[config.mk]
export PLATFORM = sky130hd
export DESIGN_NAME = ber_tlv_tag_search_unit
export DESIGN_NICKNAME = d
export VERILOG_FILES = /design/src/hw/rtl/btts_pkg.sv /design/src/hw/rtl/ber_tlv_tag_search_unit.sv
export SDC_FILE = /design/constraint.sdc
export NUM_CORES = 1
export LEC_CHECK = 0
export ABC_AREA = 1
export BUFFER_PORTS_ARGS = -buffer_cell sky130_fd_sc_hd__buf_2
export CAP_MARGIN = 15
export CORE_MARGIN = 2
export CORE_UTILIZATION = 50
export CTS_CLUSTER_DIAMETER = 120
export DETAILED_ROUTE_END_ITERATION = 6
export PLACE_DENSITY = 0.73
export SKIP_LAST_GASP = 1
export SYNTH_ARGS = -nofsm -noshare
export SYNTH_HDL_FRONTEND = slang
export SYNTH_SLANG_ARGS = --single-unit
[constraint.sdc]
create_clock -name aclk -period 9.2 [get_ports aclk]
set_clock_uncertainty 0.15 [all_clocks]
set_input_delay 1.38 -clock aclk [delete_from_list [all_inputs] [get_ports aclk]]
set_output_delay 1.38 -clock aclk [all_outputs]
set_load 0.03 [all_outputs]
[src/hw/rtl/btts_pkg.sv]
// Shared types and constants for the BER-TLV tag search unit.
// No dependencies; imported by ber_tlv_tag_search_unit.
package btts_pkg;

    // byte offsets wrap modulo 2**OFFSET_BITS (legal range 8 to 32)
    localparam int OFFSET_BITS    = 32;
    localparam int MATCH_OFFSET_W = 32;

    localparam int TAG_W       = 16;
    localparam int OCC_W       = 8;
    localparam int CFG_INDEX_W = 8;
    localparam int CFG_DATA_W  = 16;
    localparam int VLEN_W      = 32;

    // register indexes on the configuration port
    localparam logic [CFG_INDEX_W-1:0] CFG_TARGET_TAG        = 8'd0;
    localparam logic [CFG_INDEX_W-1:0] CFG_WANTED_OCCURRENCE = 8'd1;

    // tag and length byte codes
    localparam logic [4:0] TAG_MULTI_BYTE  = 5'h1F;
    localparam logic [7:0] LEN_SHORT_LIMIT = 8'h80;
    localparam logic [7:0] LEN_LONG_MIN    = 8'h81;
    localparam logic [7:0] LEN_LONG_MAX    = 8'h84;

    typedef enum logic [1:0] {
        ST_FOUND     = 2'd0,
        ST_NOTFOUND  = 2'd1,
        ST_MALFORMED = 2'd2
    } search_status_t;

    typedef enum logic [4:0] {
        PH_TAG_FIRST = 5'b00001,
        PH_TAG_MORE  = 5'b00010,
        PH_LEN_FIRST = 5'b00100,
        PH_LEN_MORE  = 5'b01000,
        PH_VALUE     = 5'b10000
    } parse_phase_t;

endpackage

[src/hw/rtl/ber_tlv_tag_search_unit.sv]
// Top level of the BER-TLV tag search unit: input register, byte parser, result register.
// Depends on btts_pkg.
//
// The unit takes one byte of a flat BER-TLV list per cycle and walks the list element by
// element, counting elements whose tag (one byte, or the first two bytes of a multi-byte tag,
// big-endian) equals target_tag. It returns exactly one result per list: found with the start
// offset of the wanted_occurrence-th match (reported on the byte that completes that tag),
// malformed when a first length byte is 0x80 or 0x85 and above, or not found at the list's last
// byte (also at once on the first byte when wanted_occurrence is 0). After a result, bytes are
// dropped until the last byte, then the unit rearms. Throughput is one byte per cycle while no
// result waits, set by the single parse-state update per byte; a result is registered (the byte
// sits in the input register, and the result register loads when the parser takes that byte).
// While a result waits on m_ready the parser holds, and one further byte can sit in the input
// register. Configuration registers are written through the cfg_ channel, which is always
// ready; no clearing pass follows reset.
module ber_tlv_tag_search_unit
    import btts_pkg::*;
(
    input  logic                      aclk,
    input  logic                      aresetn,

    input  logic                      cfg_valid,
    output logic                      cfg_ready,
    input  logic [CFG_INDEX_W-1:0]    cfg_index,
    input  logic [CFG_DATA_W-1:0]     cfg_data,

    input  logic                      s_valid,
    output logic                      s_ready,
    input  logic [7:0]                s_data_byte,
    input  logic                      s_last_byte,

    output logic                      m_valid,
    input  logic                      m_ready,
    output logic [1:0]                m_status,
    output logic [MATCH_OFFSET_W-1:0] m_match_offset
);

    // configuration registers
    logic [TAG_W-1:0] target_tag_reg;
    logic [OCC_W-1:0] wanted_occurrence_reg;

    // input register
    logic       in_vld_reg;
    logic [7:0] in_byte_reg;
    logic       in_last_reg;

    // parse state
    parse_phase_t         phase_reg,          phase_next;
    logic [TAG_W-1:0]     tag_value_reg,      tag_value_next;
    logic [2:0]           tag_count_reg,      tag_count_next;
    logic [2:0]           len_left_reg,       len_left_next;
    logic [VLEN_W-1:0]    value_left_reg,     value_left_next;
    logic [OFFSET_BITS-1:0] elem_start_reg,   elem_start_next;
    logic [OFFSET_BITS-1:0] byte_pos_reg,     byte_pos_next;
    logic [OCC_W-1:0]     matches_left_reg,   matches_left_next;
    logic                 search_done_reg,    search_done_next;
    logic                 list_open_reg,      list_open_next;

    // result register
    logic                      out_vld_reg;
    search_status_t            out_status_reg;
    logic [MATCH_OFFSET_W-1:0] out_offset_reg;

    // per-byte result
    logic                      emit;
    search_status_t            emit_status;
    logic [MATCH_OFFSET_W-1:0] emit_offset;
    logic                      tag_done;
    logic                      proc_fire;

    assign cfg_ready = 1'b1;

    // parser advances whenever a byte is held and the result register can take a new value
    assign proc_fire = in_vld_reg && (!out_vld_reg || m_ready);
    assign s_ready   = !in_vld_reg || proc_fire;

    assign m_valid        = out_vld_reg;
    assign m_status       = out_status_reg;
    assign m_match_offset = out_offset_reg;

    // configuration writes
    always_ff @(posedge aclk) begin
        if (!aresetn) begin
            target_tag_reg        <= '0;
            wanted_occurrence_reg <= OCC_W'(1);
        end else if (cfg_valid && cfg_ready) begin
            unique case (cfg_index)
                CFG_TARGET_TAG:        target_tag_reg        <= cfg_data[TAG_W-1:0];
                CFG_WANTED_OCCURRENCE: wanted_occurrence_reg <= cfg_data[OCC_W-1:0];
                default: ;
            endcase
        end
    end

    // input register
    always_ff @(posedge aclk) begin
        if (!aresetn) begin
            in_vld_reg <= 1'b0;
        end else if (s_ready) begin
            in_vld_reg <= s_valid;
        end
    end

    always_ff @(posedge aclk) begin
        if (s_valid && s_ready) begin
            in_byte_reg <= s_data_byte;
            in_last_reg <= s_last_byte;
        end
    end

    // byte parser: next state and result for the registered byte
    always_comb begin
        phase_next        = phase_reg;
        tag_value_next    = tag_value_reg;
        tag_count_next    = tag_count_reg;
        len_left_next     = len_left_reg;
        value_left_next   = value_left_reg;
        elem_start_next   = elem_start_reg;
        matches_left_next = list_open_reg ? matches_left_reg : wanted_occurrence_reg;
        search_done_next  = search_done_reg;
        list_open_next    = 1'b1;
        emit              = 1'b0;
        emit_status       = ST_NOTFOUND;
        emit_offset       = '0;
        tag_done          = 1'b0;

        // occurrence zero never matches
        if (!list_open_reg && wanted_occurrence_reg == '0) begin
            emit             = 1'b1;
            emit_status      = ST_NOTFOUND;
            search_done_next = 1'b1;
        end

        if (!search_done_next) begin
            unique case (phase_reg)
                PH_TAG_FIRST: begin
                    elem_start_next = byte_pos_reg;
                    tag_value_next  = {8'h00, in_byte_reg};
                    tag_count_next  = 3'd1;
                    if (in_byte_reg[4:0] == TAG_MULTI_BYTE) begin
                        phase_next = PH_TAG_MORE;
                    end else begin
                        tag_done = 1'b1;
                    end
                end
                PH_TAG_MORE: begin
                    if (tag_count_reg == 3'd1) begin
                        tag_value_next = {tag_value_reg[7:0], in_byte_reg};
                    end
                    if (tag_count_reg != 3'd7) begin
                        tag_count_next = tag_count_reg + 3'd1;
                    end
                    if (!in_byte_reg[7]) begin
                        tag_done = 1'b1;
                    end
                end
                PH_LEN_FIRST: begin
                    if (in_byte_reg < LEN_SHORT_LIMIT) begin
                        value_left_next = VLEN_W'(in_byte_reg);
                        phase_next = (in_byte_reg != 8'h00) ? PH_VALUE : PH_TAG_FIRST;
                    end else if (in_byte_reg >= LEN_LONG_MIN && in_byte_reg <= LEN_LONG_MAX) begin
                        len_left_next   = in_byte_reg[2:0];
                        value_left_next = '0;
                        phase_next      = PH_LEN_MORE;
                    end else begin
                        emit             = 1'b1;
                        emit_status      = ST_MALFORMED;
                        search_done_next = 1'b1;
                    end
                end
                PH_LEN_MORE: begin
                    value_left_next = {value_left_reg[VLEN_W-9:0], in_byte_reg};
                    len_left_next   = len_left_reg - 3'd1;
                    if (len_left_next == 3'd0) begin
                        phase_next = (value_left_next != '0) ? PH_VALUE : PH_TAG_FIRST;
                    end
                end
                PH_VALUE: begin
                    if (value_left_reg != '0) begin
                        value_left_next = value_left_reg - VLEN_W'(1);
                    end
                    if (value_left_next == '0) begin
                        phase_next = PH_TAG_FIRST;
                    end
                end
                default: phase_next = PH_TAG_FIRST;
            endcase
        end

        // completed tag: compare and count
        if (tag_done) begin
            phase_next = PH_LEN_FIRST;
            if (tag_value_next == target_tag_reg) begin
                matches_left_next = matches_left_next - OCC_W'(1);
                if (matches_left_next == '0) begin
                    emit             = 1'b1;
                    emit_status      = ST_FOUND;
                    emit_offset      = MATCH_OFFSET_W'(elem_start_next);
                    search_done_next = 1'b1;
                end
            end
        end

        byte_pos_next = byte_pos_reg + OFFSET_BITS'(1);

        // end of list: report not found if nothing yet, then rearm
        if (in_last_reg) begin
            if (!search_done_next) begin
                emit        = 1'b1;
                emit_status = ST_NOTFOUND;
                emit_offset = '0;
            end
            phase_next        = PH_TAG_FIRST;
            tag_value_next    = '0;
            tag_count_next    = '0;
            len_left_next     = '0;
            value_left_next   = '0;
            elem_start_next   = '0;
            byte_pos_next     = '0;
            matches_left_next = '0;
            search_done_next  = 1'b0;
            list_open_next    = 1'b0;
        end
    end

    // parse state registers
    always_ff @(posedge aclk) begin
        if (!aresetn) begin
            phase_reg        <= PH_TAG_FIRST;
            tag_value_reg    <= '0;
            tag_count_reg    <= '0;
            len_left_reg     <= '0;
            value_left_reg   <= '0;
            elem_start_reg   <= '0;
            byte_pos_reg     <= '0;
            matches_left_reg <= '0;
            search_done_reg  <= 1'b0;
            list_open_reg    <= 1'b0;
        end else if (proc_fire) begin
            phase_reg        <= phase_next;
            tag_value_reg    <= tag_value_next;
            tag_count_reg    <= tag_count_next;
            len_left_reg     <= len_left_next;
            value_left_reg   <= value_left_next;
            elem_start_reg   <= elem_start_next;
            byte_pos_reg     <= byte_pos_next;
            matches_left_reg <= matches_left_next;
            search_done_reg  <= search_done_next;
            list_open_reg    <= list_open_next;
        end
    end

    // result register
    always_ff @(posedge aclk) begin
        if (!aresetn) begin
            out_vld_reg <= 1'b0;
        end else if (proc_fire && emit) begin
            out_vld_reg <= 1'b1;
        end else if (m_ready) begin
            out_vld_reg <= 1'b0;
        end
    end

    always_ff @(posedge aclk) begin
        if (proc_fire && emit) begin
            out_status_reg <= emit_status;
            out_offset_reg <= emit_offset;
        end
    end

    // a result only carries an offset when found
    assert property (@(posedge aclk) disable iff (!aresetn)
        m_valid && m_status != ST_FOUND |-> m_match_offset == '0)
        else $error("non-found result carries an offset");

    // a finished search belongs to an open list
    assert property (@(posedge aclk) disable iff (!aresetn)
        search_done_reg |-> list_open_reg)
        else $error("search done outside an open list");

    // the last byte always rearms the parser
    assert property (@(posedge aclk) disable iff (!aresetn)
        proc_fire && in_last_reg |=> !list_open_reg && !search_done_reg
                                     && byte_pos_reg == '0)
        else $error("parser not rearmed after last byte");

    // long-form length bytes are pending whenever that phase is active
    assert property (@(posedge aclk) disable iff (!aresetn)
        phase_reg == PH_LEN_MORE |-> len_left_reg != 3'd0)
        else $error("length phase with no length bytes left");

    // a stalled result is never overwritten by the parser
    assert property (@(posedge aclk) disable iff (!aresetn)
        out_vld_reg && !m_ready |-> !proc_fire)
        else $error("parser advanced over a stalled result");

endmodule
=== Word level (Yosys, flattened, before mapping) ===
Index checks and enable logic that the tools add are counted.

* Output and inout bits: 37
* Flip-flop bits (word level): 202
* Logic and storage cells: 155

* Equal/unequal tests: 21
* Mux-type cells: 80
* $add $sub $neg: 5
* Order comparisons: 3
* Reduce and logical (&&, ||, !) cells: 28

{| class="wikitable"
|+ Operators by type and width
! cell !! count
|-
| $mux W32 || 16
|-
| $pmux W32 S3 || 1
|-
| $reduce_bool A32 Y1 || 2
|-
| $mux W5 || 10
|-
| $mux W16 || 3
|-
| $add A32 B1 Y32 const B || 1
|-
| $logic_not A32 Y1 || 1
|-
| $mux W8 || 4
|-
| $pmux W16 S2 || 1
|-
| $sub A32 B1 Y32 const B || 1
|-
| $mux W1 || 25
|-
| $pmux W5 S5 || 1
|-
| $logic_not A8 Y1 || 3
|-
| $mux W3 || 7
|-
| $mux W2 || 9
|-
| $ne A3 B3 Y1 const B || 6
|-
| $eq A16 B16 Y1 || 1
|-
| $ne A4 B4 Y1 const B || 4
|-
| $pmux W3 S2 || 2
|-
| $eq A5 B5 Y1 const B || 2
|-
| $eq A8 B1 Y1 const B || 1
|-
| $ge A8 B8 Y1 const B || 1
|-
| $le A8 B8 Y1 const B || 1
|-
| $lt A8 B8 Y1 const B || 1
|-
| other kinds (23) || 33
|}

=== Longest topological paths before layout ===
Gate-level depths: netlist of the first run.

* Word-level depth: 14
* Mapped depth: 21
* Depth with buffers taken out: 21

=== Worst setup path before layout of the first run ===
No wires, ideal clock.

* Path type: input port to flip-flop
* Start point: input m_ready
* End point: register out_offset_reg[0], in the netlist m_match_offset[0], enable pin
* Setup time: 389 ps
* Path buffers: 2
* Arrival: 2875 ps
* Path slack: 5787 ps
* Cell stages on the path: 8
* Required time: 8661 ps
* Cells stage by stage: inv_1 nand2_1 nand2_1 clkbuf_1 inv_1 buf_2 nand2_1 inv_1

* Longest elaborated chain between the ends: 3

{| class="wikitable"
|+ RTL lines
! what !! RTL line !! RTL
|-
| start, declared || ber_tlv_tag_search_unit.sv:33 || <nowiki>input logic m_ready,</nowiki>
|-
| $logic_or A1 B1 Y1 || ber_tlv_tag_search_unit.sv:74 || <nowiki>assign proc_fire = in_vld_reg && (!out_vld_reg || m_ready);</nowiki>
|-
| $logic_and A1 B1 Y1 || ber_tlv_tag_search_unit.sv:74 ||
|-
| $logic_and A1 B1 Y1 || ber_tlv_tag_search_unit.sv:265 || <nowiki>if (proc_fire && emit) begin</nowiki>
|-
| end signal, assigned || ber_tlv_tag_search_unit.sv:267 || <nowiki>out_offset_reg <= emit_offset;</nowiki>
|-
| end, declared || ber_tlv_tag_search_unit.sv:62 || <nowiki>logic [MATCH_OFFSET_W-1:0] out_offset_reg;</nowiki>
|}

No other way between the ends.
A chain may end at the register's enable or synchronous reset.

=== Worst setup path after layout of the first run ===
* Start point: register list_open_reg
* End point: register out_offset_reg[3], in the netlist m_match_offset[3], enable pin

* Longest elaborated chain between the ends: 13
* Elaborated cells on any way between the ends: 24
* Those cells by class: add/sub (1); eq/ne (1); mux (18); reduce/logical (4)

{| class="wikitable"
|+ RTL lines
! what !! RTL line !! RTL
|-
| start, declared || ber_tlv_tag_search_unit.sv:57 || <nowiki>logic list_open_reg, list_open_next;</nowiki>
|-
| start signal, assigned || ber_tlv_tag_search_unit.sv:249 || <nowiki>list_open_reg <= list_open_next;</nowiki>
|-
| parallel branches: the longest is 11 deep, another holds $sub A8 B1 Y8 || n/a ||
|-
| $mux W1 (*) || ber_tlv_tag_search_unit.sv:207 || <nowiki>if (in_last_reg) begin</nowiki>
|-
| $logic_and A1 B1 Y1 (*) || ber_tlv_tag_search_unit.sv:265 ||
|}

Mark *: on every way between the ends.

==> run_results.csv, run 1 <==
group,metric,value,unit
hold_path,worstHoldEndpoint,"elem_start_reg[27]",
place,globalplace.congestion,0.907,
clock_network,cts_hold_buffers,0,
hold_path,hold_path_class,"flop to flop",
setup_path,reg2reg_setup_slack,4.83,ns
timing,slew_violations,0,
synthesis,post_synth_num_cell_types,51,
floorplan,floorplan.core_area,21700,µm²
grt,grt_overflow_total,0,
synthesis,synth-seq-area-share,0.407,
setup_path,timing.critical_path.mode_cell,"sky130_fd_sc_hd__nand2_1",
grt,first_global_vias,9594,
synthesis,avgSynthCellArea,6.98,µm²
pwr,pwr-share-seq,0.433,
place,postPlaceCellArea,11500,µm²
hold_path,min_path_cells,2,
place,numPortBuffers,73,
floorplan,fp.dieH,152,µm
synthesis,post-synth-top-area-fraction,0.289,
clock_network,clock_latency,0.51,ns
synthesis,ys.flop_type,"sky130_fd_sc_hd__dfxtp_1",
synthesis,yosysTopAreaCell,"sky130_fd_sc_hd__dfxtp_1",
clock_network,htreeDepth,1,
synthesis,synth_edf_count,43,
place,number_of_cells_in_the_design_after_placement,1866,
setup_path,critical_path_class,"flop to flop",
timing,finalSetupViolCount,0,
synthesis,synth.ff_latch_count,202,
setup_path,crit_family,"simple AND/OR/NAND/NOR gates",
grt,grt_max_degree,59,
finish,final_net_count,1658,
finish,fraction_of_final_layout_cells_with_drive_strength_greater_than_1,0.124,
grt,groute.usage.overall,0.240,
clock_network,clock-sinks,202,
clock_network,cts_buf_count,22,
pwr,comb_power_share,0.131,
route,drt_pre_antenna_iters,5,
setup_path,worst_ep_required_time,9.19,ns
setup_path,cp-start-kind,"flop",
setup_path,crit_path_end_kind,"flop",
setup_path,cp.buffers_inverters,3,
pwr,swShare,0.263,
finish,area_delta_synth_final,11.5,%
setup_path,crit_path_max_fanout,35,
finish,stdcell_area,12300,µm²
finish,final_cell_count_no_fill,1907,
clock_network,cts_tree,"done",
grt,antenna_found_initial,0,
setup_path,crit_start,"list_open_reg",
route,via_per_inst,5.44,
setup_path,path_cells,"inv_2 > nand2_1 > nor2_1 > nand2_1 > nand3_2 > nand3_2 > nand2_1 > nand2_1 > nand2_1 > nor2_1 > nand2_1 > nor2_2 > nand3_2 > nand2_1 > nor2_1 > nand2_1 > nand2_1 > inv_1 > buf_4",
route,finalWirelength,28.1,mm
timing,relSlewSlack,0.255,
timing,setup_tns,0,ns
hold_path,hold_start,"elem_start_reg[27]",
grt,grt_pass1_wl,47.3,mm
pwr,power.ir.vdd_worst,211,µV
synthesis,async_reset_ff_frac,0,
outcome,run_status,"complete, no violations",
synthesis,synth.net_count,1622,
setup_path,worst_r2r_endpoint,"m_match_offset[3]",
floorplan,io_pins,75,
pwr,cell_internal_pwr,1.59,mW
setup_path,cpMaxStageDelayCell,"sky130_fd_sc_hd__nand3_2",
clock_network,post-cts-setup-buffer-count,0,
synthesis,ys.warnings.count,0,
synthesis,postSynthCellCount,1575,
route,post-route-drc-count,0,
floorplan,design.die.area,23200,µm²
route,post_drt_wl_per_cell,14.8,µm
clock_network,cts.path.max_buffers,3,
pwr,powerDensity,176,nW/µm²
route,detail-route-antenna-nets,0,
route,dr.first_iter.drc_count,860,
setup_path,arrival_time_worst_endpoint,4.36,ns
pwr,power.switching,568,µW
route,vias,10400,
floorplan,placementRows,54,
clock_network,root_buffer,"sky130_fd_sc_hd__clkbuf_16",
finish,final_core_util,0.565,
pwr,clkPwrFrac,0.435,
timing,fin_crit,4.37,ns
timing,setup_repair_after_global_routing_missed_its_margin,"false",
clock_network,cts.reportedPaths.clkPinSlew,0.06,ns
timing,fmax,229,MHz
setup_path,cp_num_cells,19,
timing,timing_worst_slew_pin_value,1.11,ns
timing,final_worst_path_period_share,0.475,
job,max-cap-violations,0,
setup_path,critical_path.reg2reg.startpoint,"list_open_reg",
clock_network,cts-resized-gates,0,
synthesis,synth.area.top_cells,"sky130_fd_sc_hd__dfxtp_1 29%, sky130_fd_sc_hd__nand2_1 15%, sky130_fd_sc_hd__edfxtp_1 12%, sky130_fd_sc_hd__a21oi_1 6.6%, sky130_fd_sc_hd__nor2_1 5.9%",
setup_path,slowest_delay,0.60,ns
setup_path,timing.reg2reg.worst_path_depth,19,
synthesis,synth_area,11000,µm²
floorplan,initial_util,0.507,
timing,hold_violations,0,
floorplan,die_w,152,µm
place,dp_hpwl,19.6,mm
finish,n_antenna_cell,0,
pwr,total_leakage_power,4.85,nW
[cell usage after synthesis, types with 3 or more instances]
cell	n
sky130_fd_sc_hd__clkbuf_1	52
sky130_fd_sc_hd__xor2_1	34
sky130_fd_sc_hd__a21oi_2	3
sky130_fd_sc_hd__mux2i_1	12
sky130_fd_sc_hd__nand2_4	4
sky130_fd_sc_hd__ha_1	9
sky130_fd_sc_hd__buf_6	5
sky130_fd_sc_hd__inv_2	4
sky130_fd_sc_hd__buf_4	3
sky130_fd_sc_hd__o22ai_1	7
sky130_fd_sc_hd__o21ai_0	103
sky130_fd_sc_hd__nand2_1	442
sky130_fd_sc_hd__o221ai_1	4
sky130_fd_sc_hd__clkinv_1	3
sky130_fd_sc_hd__a31oi_1	4
sky130_fd_sc_hd__nand4_1	19
sky130_fd_sc_hd__nor3_1	21
sky130_fd_sc_hd__o21ai_1	11
sky130_fd_sc_hd__nor4_1	5
sky130_fd_sc_hd__nand3_1	97
sky130_fd_sc_hd__nor2_2	12
sky130_fd_sc_hd__nand2_2	4
sky130_fd_sc_hd__inv_1	112
sky130_fd_sc_hd__a21oi_1	145
sky130_fd_sc_hd__xnor2_1	4
sky130_fd_sc_hd__buf_1	3
sky130_fd_sc_hd__nor2_1	172
sky130_fd_sc_hd__nand3_2	10
sky130_fd_sc_hd__dfxtp_1	159
sky130_fd_sc_hd__edfxtp_1	43
sky130_fd_sc_hd__nor2_4	6
sky130_fd_sc_hd__or2_2	34
sky130_fd_sc_hd__buf_2	6
[through the flow]
stage | hold WS (ns) | power, mW | worst slack [ns]
after floorplan | 0.291 | 1.16 | 5.79
after global placement | 0.299 | 1.23 | 4.89
after detailed placement | 0.304 | 1.23 | 4.81
after CTS | 0.313 | 2.17 | 4.80
after global routing | 0.326 | 2.25 | 4.34
final | 0.313 | 2.16 | 4.83
[cell type report]
type	instances	area, µm²
well taps	280	350
flip-flops and latches	202	4470
clock inverters	12	159
repair buffers	81	445
inverters	120	454
clock buffers	28	614
fillers	2041	9430
multi-input cells	1184	5760
[power groups by stage]
stage / clock network, mW / registers, mW / logic [mW]
6_report: 0.940 / 0.936 / 0.283
3_5_place_dp: 0 / 0.955 / 0.275
4_1_cts: 0.959 / 0.936 / 0.276
5_1_grt: 0.996 / 0.937 / 0.320
2_1_floorplan: 0 / 0.959 / 0.203
3_3_place_gp: 0 / 0.955 / 0.272
[cell families after synthesis]
kind of cell               after synthesis  synth area share
buffers and inverters                  189            0.0699
DFF                                    202             0.407
xor gates and xnor gates                38            0.0303
and+or+nand+nor                        835             0.333
muxes                                   12            0.0109
adders and majority gates                9            0.0102
AOI/OAI and AO/OA                      289             0.139
other                                    1          0.000341
[worst min-delay path, cell delays in order, from the launching register on]
cell	delay, ns
sky130_fd_sc_hd__dfxtp_1	0.31
sky130_fd_sc_hd__nand2_1	0.06
sky130_fd_sc_hd__a21oi_1	0.05
[cells in the final DEF (no fill, tap or decap), types with 3 or more instances in the layout]
cell type | netlist | layout
sky130_fd_sc_hd__nand2_1 | 442 | 441
sky130_fd_sc_hd__nor2_1 | 172 | 169
sky130_fd_sc_hd__dfxtp_1 | 159 | 159
sky130_fd_sc_hd__a21oi_1 | 145 | 145
sky130_fd_sc_hd__inv_1 | 112 | 111
sky130_fd_sc_hd__o21ai_0 | 103 | 103
sky130_fd_sc_hd__nand3_1 | 97 | 97
sky130_fd_sc_hd__buf_2 | 6 | 73
sky130_fd_sc_hd__edfxtp_1 | 43 | 43
sky130_fd_sc_hd__or2_2 | 34 | 34
sky130_fd_sc_hd__xor2_1 | 34 | 34
sky130_fd_sc_hd__clkbuf_16 | 0 | 23
sky130_fd_sc_hd__nor3_1 | 21 | 21
sky130_fd_sc_hd__nand4_1 | 19 | 19
sky130_fd_sc_hd__nor2_2 | 12 | 15
sky130_fd_sc_hd__mux2i_1 | 12 | 12
sky130_fd_sc_hd__o21ai_1 | 11 | 11
sky130_fd_sc_hd__nand3_2 | 10 | 10
sky130_fd_sc_hd__ha_1 | 9 | 9
sky130_fd_sc_hd__clkinv_1 | 3 | 7
sky130_fd_sc_hd__o22ai_1 | 7 | 7
sky130_fd_sc_hd__buf_4 | 3 | 7
sky130_fd_sc_hd__nor2_4 | 6 | 6
sky130_fd_sc_hd__nor4_1 | 5 | 5
sky130_fd_sc_hd__nand2_2 | 4 | 5
sky130_fd_sc_hd__inv_2 | 4 | 4
sky130_fd_sc_hd__nand2_4 | 4 | 4
sky130_fd_sc_hd__xnor2_1 | 4 | 4
sky130_fd_sc_hd__clkinv_2 | 0 | 4
sky130_fd_sc_hd__o221ai_1 | 4 | 4
sky130_fd_sc_hd__a31oi_1 | 4 | 4
sky130_fd_sc_hd__bufinv_16 | 0 | 4
sky130_fd_sc_hd__a21oi_2 | 3 | 3
sky130_fd_sc_hd__clkbuf_1 | 52 | 3
[how the worst max path moves through the flow]
stage                        endpoint
floorplan           m_match_offset[0]
global placement    m_match_offset[1]
detailed placement  m_match_offset[2]
CTS                 m_match_offset[3]
global route        m_match_offset[4]
finish              m_match_offset[3]
[metal layers]
metal	wire length (µm)	share of wire	global-route usage
met5	0	0	0
met3	1720	0.061	0.0310
met4	460	0.016	0.0525
met2	12700	0.45	0.382
met1	13200	0.47	0.350
(Power assumes the default switching activity.)
==> inputs of run 2 (changes only) <==
Settings changed: ABC_AREA 1 to 0, PLACE_DENSITY 0.73 to 0.76.
Clock period 9.2 ns to 4 ns, I/O delays scaled along.
==> run_results.csv, run 2 <==
group,metric,value,unit
outcome,run_status,"complete, no violations",
timing,slew_violations,0,
synthesis,synth-xor-area-share,0.0476,
timing,timing_worst_slew_pin_value,0.926,ns
grt,groute.usage.overall,0.234,
setup_path,worst_ep_required_time,4.05,ns
synthesis,ys.flop_type,"sky130_fd_sc_hd__dfxtp_1",
setup_path,critical_path.reg2reg.startpoint,"phase_reg[0]",
pwr,powerDensity,370,nW/µm²
clock_network,cts.reportedPaths.clkPinSlew,0.06,ns
finish,most-common-layout-cells,"159 x sky130_fd_sc_hd__dfxtp_1, 147 x sky130_fd_sc_hd__nand2_1, 110 x sky130_fd_sc_hd__nor2b_1, 84 x sky130_fd_sc_hd__a22oi_1, 73 x sky130_fd_sc_hd__buf_2",
grt,grt_pass1_wl,43.7,mm
synthesis,synth.ff_latch_count,202,
finish,fraction_of_final_layout_cells_with_drive_strength_greater_than_1,0.161,
grt,use_met3,0.0349,
route,via_per_inst,5.90,
synthesis,synth_area,10900,µm²
clock_network,cts-resized-gates,0,
floorplan,floorplan.core_area,21200,µm²
clock_network,cts_hold_buffers,0,
timing,fmax,263,MHz
floorplan,io_pins,75,
floorplan,design.die.area,22900,µm²
floorplan,placementRows,53,
timing,hold_violations,0,
setup_path,crit_start,"phase_reg[0]",
route,drt_pre_antenna_iters,6,
route,vias,9409,
grt,grt_max_degree,131,
clock_network,cts.path.max_buffers,3,
synthesis,ys.warnings.count,0,
finish,n_antenna_cell,0,
setup_path,arrival_time_worst_endpoint,3.85,ns
pwr,power.ir.vdd_worst,300,µV
grt,grt.met1_usage,0.325,
route,detail-route-antenna-nets,0,
grt,antenna_found_initial,0,
synthesis,postSynthCellCount,1252,
finish,most_common_cell_after_layout_fill_and_taps_aside,"sky130_fd_sc_hd__dfxtp_1",
finish,n_fill_cell,1861,
finish,final_core_util,0.584,
timing,setup_tns,0,ns
job,max-cap-violations,0,
route,post-route-drc-count,0,
clock_network,cts_buf_count,22,
timing,relSlewSlack,0.378,
synthesis,post_synth_num_cell_types,69,
synthesis,async_reset_ff_frac,0,
place,dp_hpwl,18.5,mm
synthesis,synth_top_family_by_area,"simple AND/OR/NAND/NOR gates",
finish,final_cell_count_no_fill,1595,
clock_network,clock-sinks,202,
place,globalplace.congestion,0.995,
route,finalWirelength,27.0,mm
grt,met2_usage,0.384,
timing,fin_crit,3.80,ns
floorplan,die_w,151,µm
place,postPlaceCellArea,11600,µm²
synthesis,netlist_top_cells_count,"159 x sky130_fd_sc_hd__dfxtp_1, 147 x sky130_fd_sc_hd__nand2_1, 110 x sky130_fd_sc_hd__nor2b_1, 84 x sky130_fd_sc_hd__a22oi_1, 74 x sky130_fd_sc_hd__clkbuf_1",
synthesis,yosys.cell_count.top_type,"sky130_fd_sc_hd__dfxtp_1",
synthesis,synth_edf_count,43,
clock_network,clock_latency,0.52,ns
setup_path,crit_path_end_kind,"flop",
grt,most_crowded_layer_gr,"met2",
synthesis,synth.net_count,1299,
timing,setup_repair_after_global_routing_missed_its_margin,"false",
clock_network,cts_tree,"done",
hold_path,hold_start,"s_last_byte",
synthesis,adder_cell_area_share_of_the_yosys_netlist,0.0104,
clock_network,post-cts-setup-buffer-count,0,
clock_network,htreeDepth,1,
place,number_of_cells_in_the_design_after_placement,1555,
pwr,total_leakage_power,4.16,nW
timing,finalSetupViolCount,0,
finish,stdcell_area,12400,µm²
synthesis,avgSynthCellArea,8.68,µm²
synthesis,synth.area.top_cells,"sky130_fd_sc_hd__dfxtp_1 29%, sky130_fd_sc_hd__edfxtp_1 12%, sky130_fd_sc_hd__nor2b_1 6.3%, sky130_fd_sc_hd__a22oi_1 5.8%, sky130_fd_sc_hd__nand2_1 5.1%",
synthesis,yosysTopAreaCell,"sky130_fd_sc_hd__dfxtp_1",
hold_path,hold_path_class,"input port to flop",
synthesis,post-synth-top-area-fraction,0.293,
synthesis,synth_simple_gate_area_share,0.269,
clock_network,root_buffer,"sky130_fd_sc_hd__clkbuf_16",
synthesis,synth-seq-area-share,0.412,
route,post_drt_wl_per_cell,16.9,µm
finish,area_delta_synth_final,13.8,%
place,numPortBuffers,73,
floorplan,fp.dieH,151,µm
synthesis,synth.mux.area_fraction,0.0334,
timing,final_worst_path_period_share,0.950,
setup_path,critical_path_class,"flop to flop",
setup_path,cp-start-kind,"flop",
finish,final_net_count,1351,
floorplan,initial_util,0.514,
setup_path,crit_path_max_fanout,34,
grt,grt_overflow_total,0,
grt,first_global_vias,8549,
synthesis,synth-compound-area-share,0.182,
route,dr.first_iter.drc_count,810,
[run 2: area by class of cell]
class / count / area, µm² / share of cell area
Multi-Input combinational cell: 936 / 5970 / 0.483
Clock buffer: 30 / 611 / 0.0494
Inverter: 25 / 93.8 / 0.00759
Tap cell: 275 / 344 / 0.0278
Timing Repair Buffer: 117 / 724 / 0.0586
Clock inverter: 10 / 143 / 0.0115
Sequential cell: 202 / 4470 / 0.362
[run 2: layer usage]
layer	vias up	part of all wire
met2	307	0.46
met1	4429	0.46
met3	44	0.066
met5	-	0
met4	0	0.018
li1	4629	-
[run 2: final timing paths]
path	cells after the start	endpoint	slack (ns)
setup / recovery	9	m_match_offset[8]	0.20
hold / removal	1	in_last_reg	0.11
setup reg to reg	9	m_match_offset[8]	0.20
hold reg to reg	2	matches_left_reg[3]	0.31
[run 2: cells by family (layout without fill, tap and decap cells)]
| group | after synthesis | in the layout |
|---|---|---|
| buffers and inverters | 114 | 182 |
| xor gates and xnor gates | 59 | 59 |
| other | 1 | 1 |
| muxes | 36 | 36 |
| AOI/OAI and AO/OA | 287 | 287 |
| and+or+nand+nor | 544 | 544 |
| DFF | 202 | 202 |
| adders and majority gates | 9 | 9 |
[run 2: power breakdown]
part / internal [mW] / switching [mW]
clock network: 1.27 / 0.832
logic: 0.120 / 0.229
registers: 2.10 / 0.0190
total: 3.49 / 1.08
[run 2: critical path, stage by stage, from the launching register on]
cell and delay (ns):
sky130_fd_sc_hd__dfxtp_1 0.33, sky130_fd_sc_hd__or3_1 0.49, sky130_fd_sc_hd__or2_4 0.37, sky130_fd_sc_hd__a32oi_1 0.26, sky130_fd_sc_hd__a21oi_1 0.14, sky130_fd_sc_hd__nor4_4 0.35
sky130_fd_sc_hd__nand4b_1 0.15, sky130_fd_sc_hd__or4_2 0.76, sky130_fd_sc_hd__a31oi_4 0.22, sky130_fd_sc_hd__buf_12 0.23
[run 2: metrics by stage]
stage	total power, mW	hold WS [ns]	setup WS, ns
after detailed placement	2.51	0.298	0.107
after global placement	2.51	0.295	0.138
after CTS	4.61	0.0935	0.0767
final	4.57	0.106	0.199
after global routing	4.72	0.0938	0.00978
after floorplan	2.39	0.270	0.0842
==> inputs of run 3 (changes only) <==
Settings changed: PLACE_DENSITY 0.76 to 0.73.
Clock period 4 ns to 4.4 ns, I/O delays scaled along.
==> run_results.csv, run 3 (synthesis gave the netlist of run 2 again) <==
group,metric,value,unit
route,post_drt_wl_per_cell,17.4,µm
clock_network,post-cts-setup-buffer-count,0,
job,max-cap-violations,0,
pwr,powerDensity,340,nW/µm²
clock_network,cts_tree,"done",
finish,most_common_cell_after_layout_fill_and_taps_aside,"sky130_fd_sc_hd__dfxtp_1",
timing,fin_crit,4.06,ns
finish,n_antenna_cell,0,
finish,most-common-layout-cells,"159 x sky130_fd_sc_hd__dfxtp_1, 147 x sky130_fd_sc_hd__nand2_1, 110 x sky130_fd_sc_hd__nor2b_1, 84 x sky130_fd_sc_hd__a22oi_1, 73 x sky130_fd_sc_hd__buf_2",
floorplan,io_pins,75,
route,dr.first_iter.drc_count,831,
setup_path,reg2reg_setup_slack,0.34,ns
route,vias,9459,
clock_network,clock-sinks,202,
timing,setup_tns,0,ns
setup_path,critical_path.reg2reg.startpoint,"phase_reg[4]",
route,finalWirelength,27.5,mm
floorplan,die_w,151,µm
route,drt_pre_antenna_iters,5,
place,globalplace.congestion,0.953,
route,post-route-drc-count,0,
place,numPortBuffers,73,
hold_path,hold_path_class,"input port to flop",
setup_path,cpMaxStageDelayCell,"sky130_fd_sc_hd__or4_2",
clock_network,clock_latency,0.51,ns
route,detail-route-antenna-nets,0,
timing,finalSetupViolCount,0,
floorplan,floorplan.core_area,21200,µm²
finish,final_net_count,1335,
clock_network,cts-resized-gates,0,
setup_path,path_cells,"or3_1 > or2_2 > o311a_1 > a211oi_1 > nor4b_1 > nand4b_1 > or4_2 > a31oi_4 > buf_12",
setup_path,worst_r2r_endpoint,"m_match_offset[7]",
hold_path,min_path_cells,1,
clock_network,cts_buf_count,23,
pwr,power,4.14,mW
timing,worst_slack,0.336,ns
grt,grt_overflow_total,0,
grt,groute.usage.overall,0.241,
floorplan,placementRows,53,
timing,slew_violations,0,
clock_network,root_buffer,"sky130_fd_sc_hd__clkbuf_16",
clock_network,cts_hold_buffers,0,
timing,setup_repair_after_global_routing_missed_its_margin,"false",
timing,hold_violations,0,
timing,fmax,246,MHz
floorplan,fp.dieH,151,µm
setup_path,arrival_time_worst_endpoint,4.11,ns
finish,area_delta_synth_final,12.1,%
timing,final_worst_path_period_share,0.924,
route,via_per_inst,5.99,
pwr,total_leakage_power,4.06,nW
grt,antenna_found_initial,0,
grt,grt_max_degree,65,
timing,relSlewSlack,0.268,
timing,timing_worst_slew_pin_value,1.10,ns
floorplan,initial_util,0.514,
clock_network,cts.reportedPaths.clkPinSlew,0.06,ns
setup_path,critical_path_class,"flop to flop",
place,place_ws,0.388,ns
grt,grt_pass1_wl,45.0,mm
setup_path,slowest_delay,0.76,ns
setup_path,timing.reg2reg.worst_path_depth,9,
finish,fraction_of_final_layout_cells_with_drive_strength_greater_than_1,0.149,
place,dp_hpwl,18.7,mm
setup_path,crit_path_max_fanout,34,
clock_network,htreeDepth,1,
grt,first_global_vias,8750,
hold_path,hold_start,"s_last_byte",
setup_path,worst_ep_required_time,4.45,ns
floorplan,design.die.area,22900,µm²
hold_path,worstHoldEndpoint,"in_last_reg",
pwr,power.ir.vdd_worst,322,µV
setup_path,crit_path_end_kind,"flop",
outcome,run_status,"complete, no violations",
clock_network,cts.path.max_buffers,3,
setup_path,cp-start-kind,"flop",
-- run 3: final cells by class --
class,count,area [µm²]
Fill cell,1875,8970
Multi-Input combinational cell,936,5940
Clock inverter,13,133
Clock buffer,29,618
Timing Repair Buffer,100,581
Inverter,25,93.8
Sequential cell,202,4470
Tap cell,275,344
-- run 3: worst max path at each step --
stage	from	endpoint	slack, ns	depth (start not counted)
final	phase_reg[4]	m_match_offset[7]	0.34	9
after floorplan	phase_reg[1]	m_match_offset[0]	0.01	11
after global placement	phase_reg[4]	m_status[0]	0.44	10
after global routing	phase_reg[1]	m_status[0]	0.10	10
after CTS	phase_reg[4]	m_status[0]	0.36	10
after detailed placement	phase_reg[4]	m_match_offset[2]	0.39	9
-- run 3: worst max-delay path, delay by kind of cell (launching register included) --
kind / cells / cell delay (ns)
buffers and inverters: 1 / 0.24
and+or+nand+nor: 5 / 2.30
AOI/OAI and AO/OA: 3 / 0.64
DFF: 1 / 0.39
-- run 3: stage by stage --
step                      instance area [µm²]  hold WS, ns  instances  utilization
after floorplan                         10900        0.270       1252            -
after global placement                  11400        0.295       1538        0.540
after detailed placement                11400        0.299       1538        0.540
after CTS                               12200        0.159       1580        0.576
after global routing                    12200        0.160       1580        0.576
final                                   12200        0.174       1580        0.576
-- run 3: routing by layer --
metal  GRT usage  part of all wire  vias up
met5           0                 0        -
met4      0.0430             0.012        0
met3      0.0304             0.067       32
met2       0.393              0.45      324
met1       0.345              0.47     4520
li1            -                 -     4583
-- run 3: report_power, final --
| part | internal [mW] | switching (mW) |
|---|---|---|
| Combinational | 0.102 | 0.202 |
| Clock | 1.12 | 0.777 |
| Sequential | 1.91 | 0.0239 |
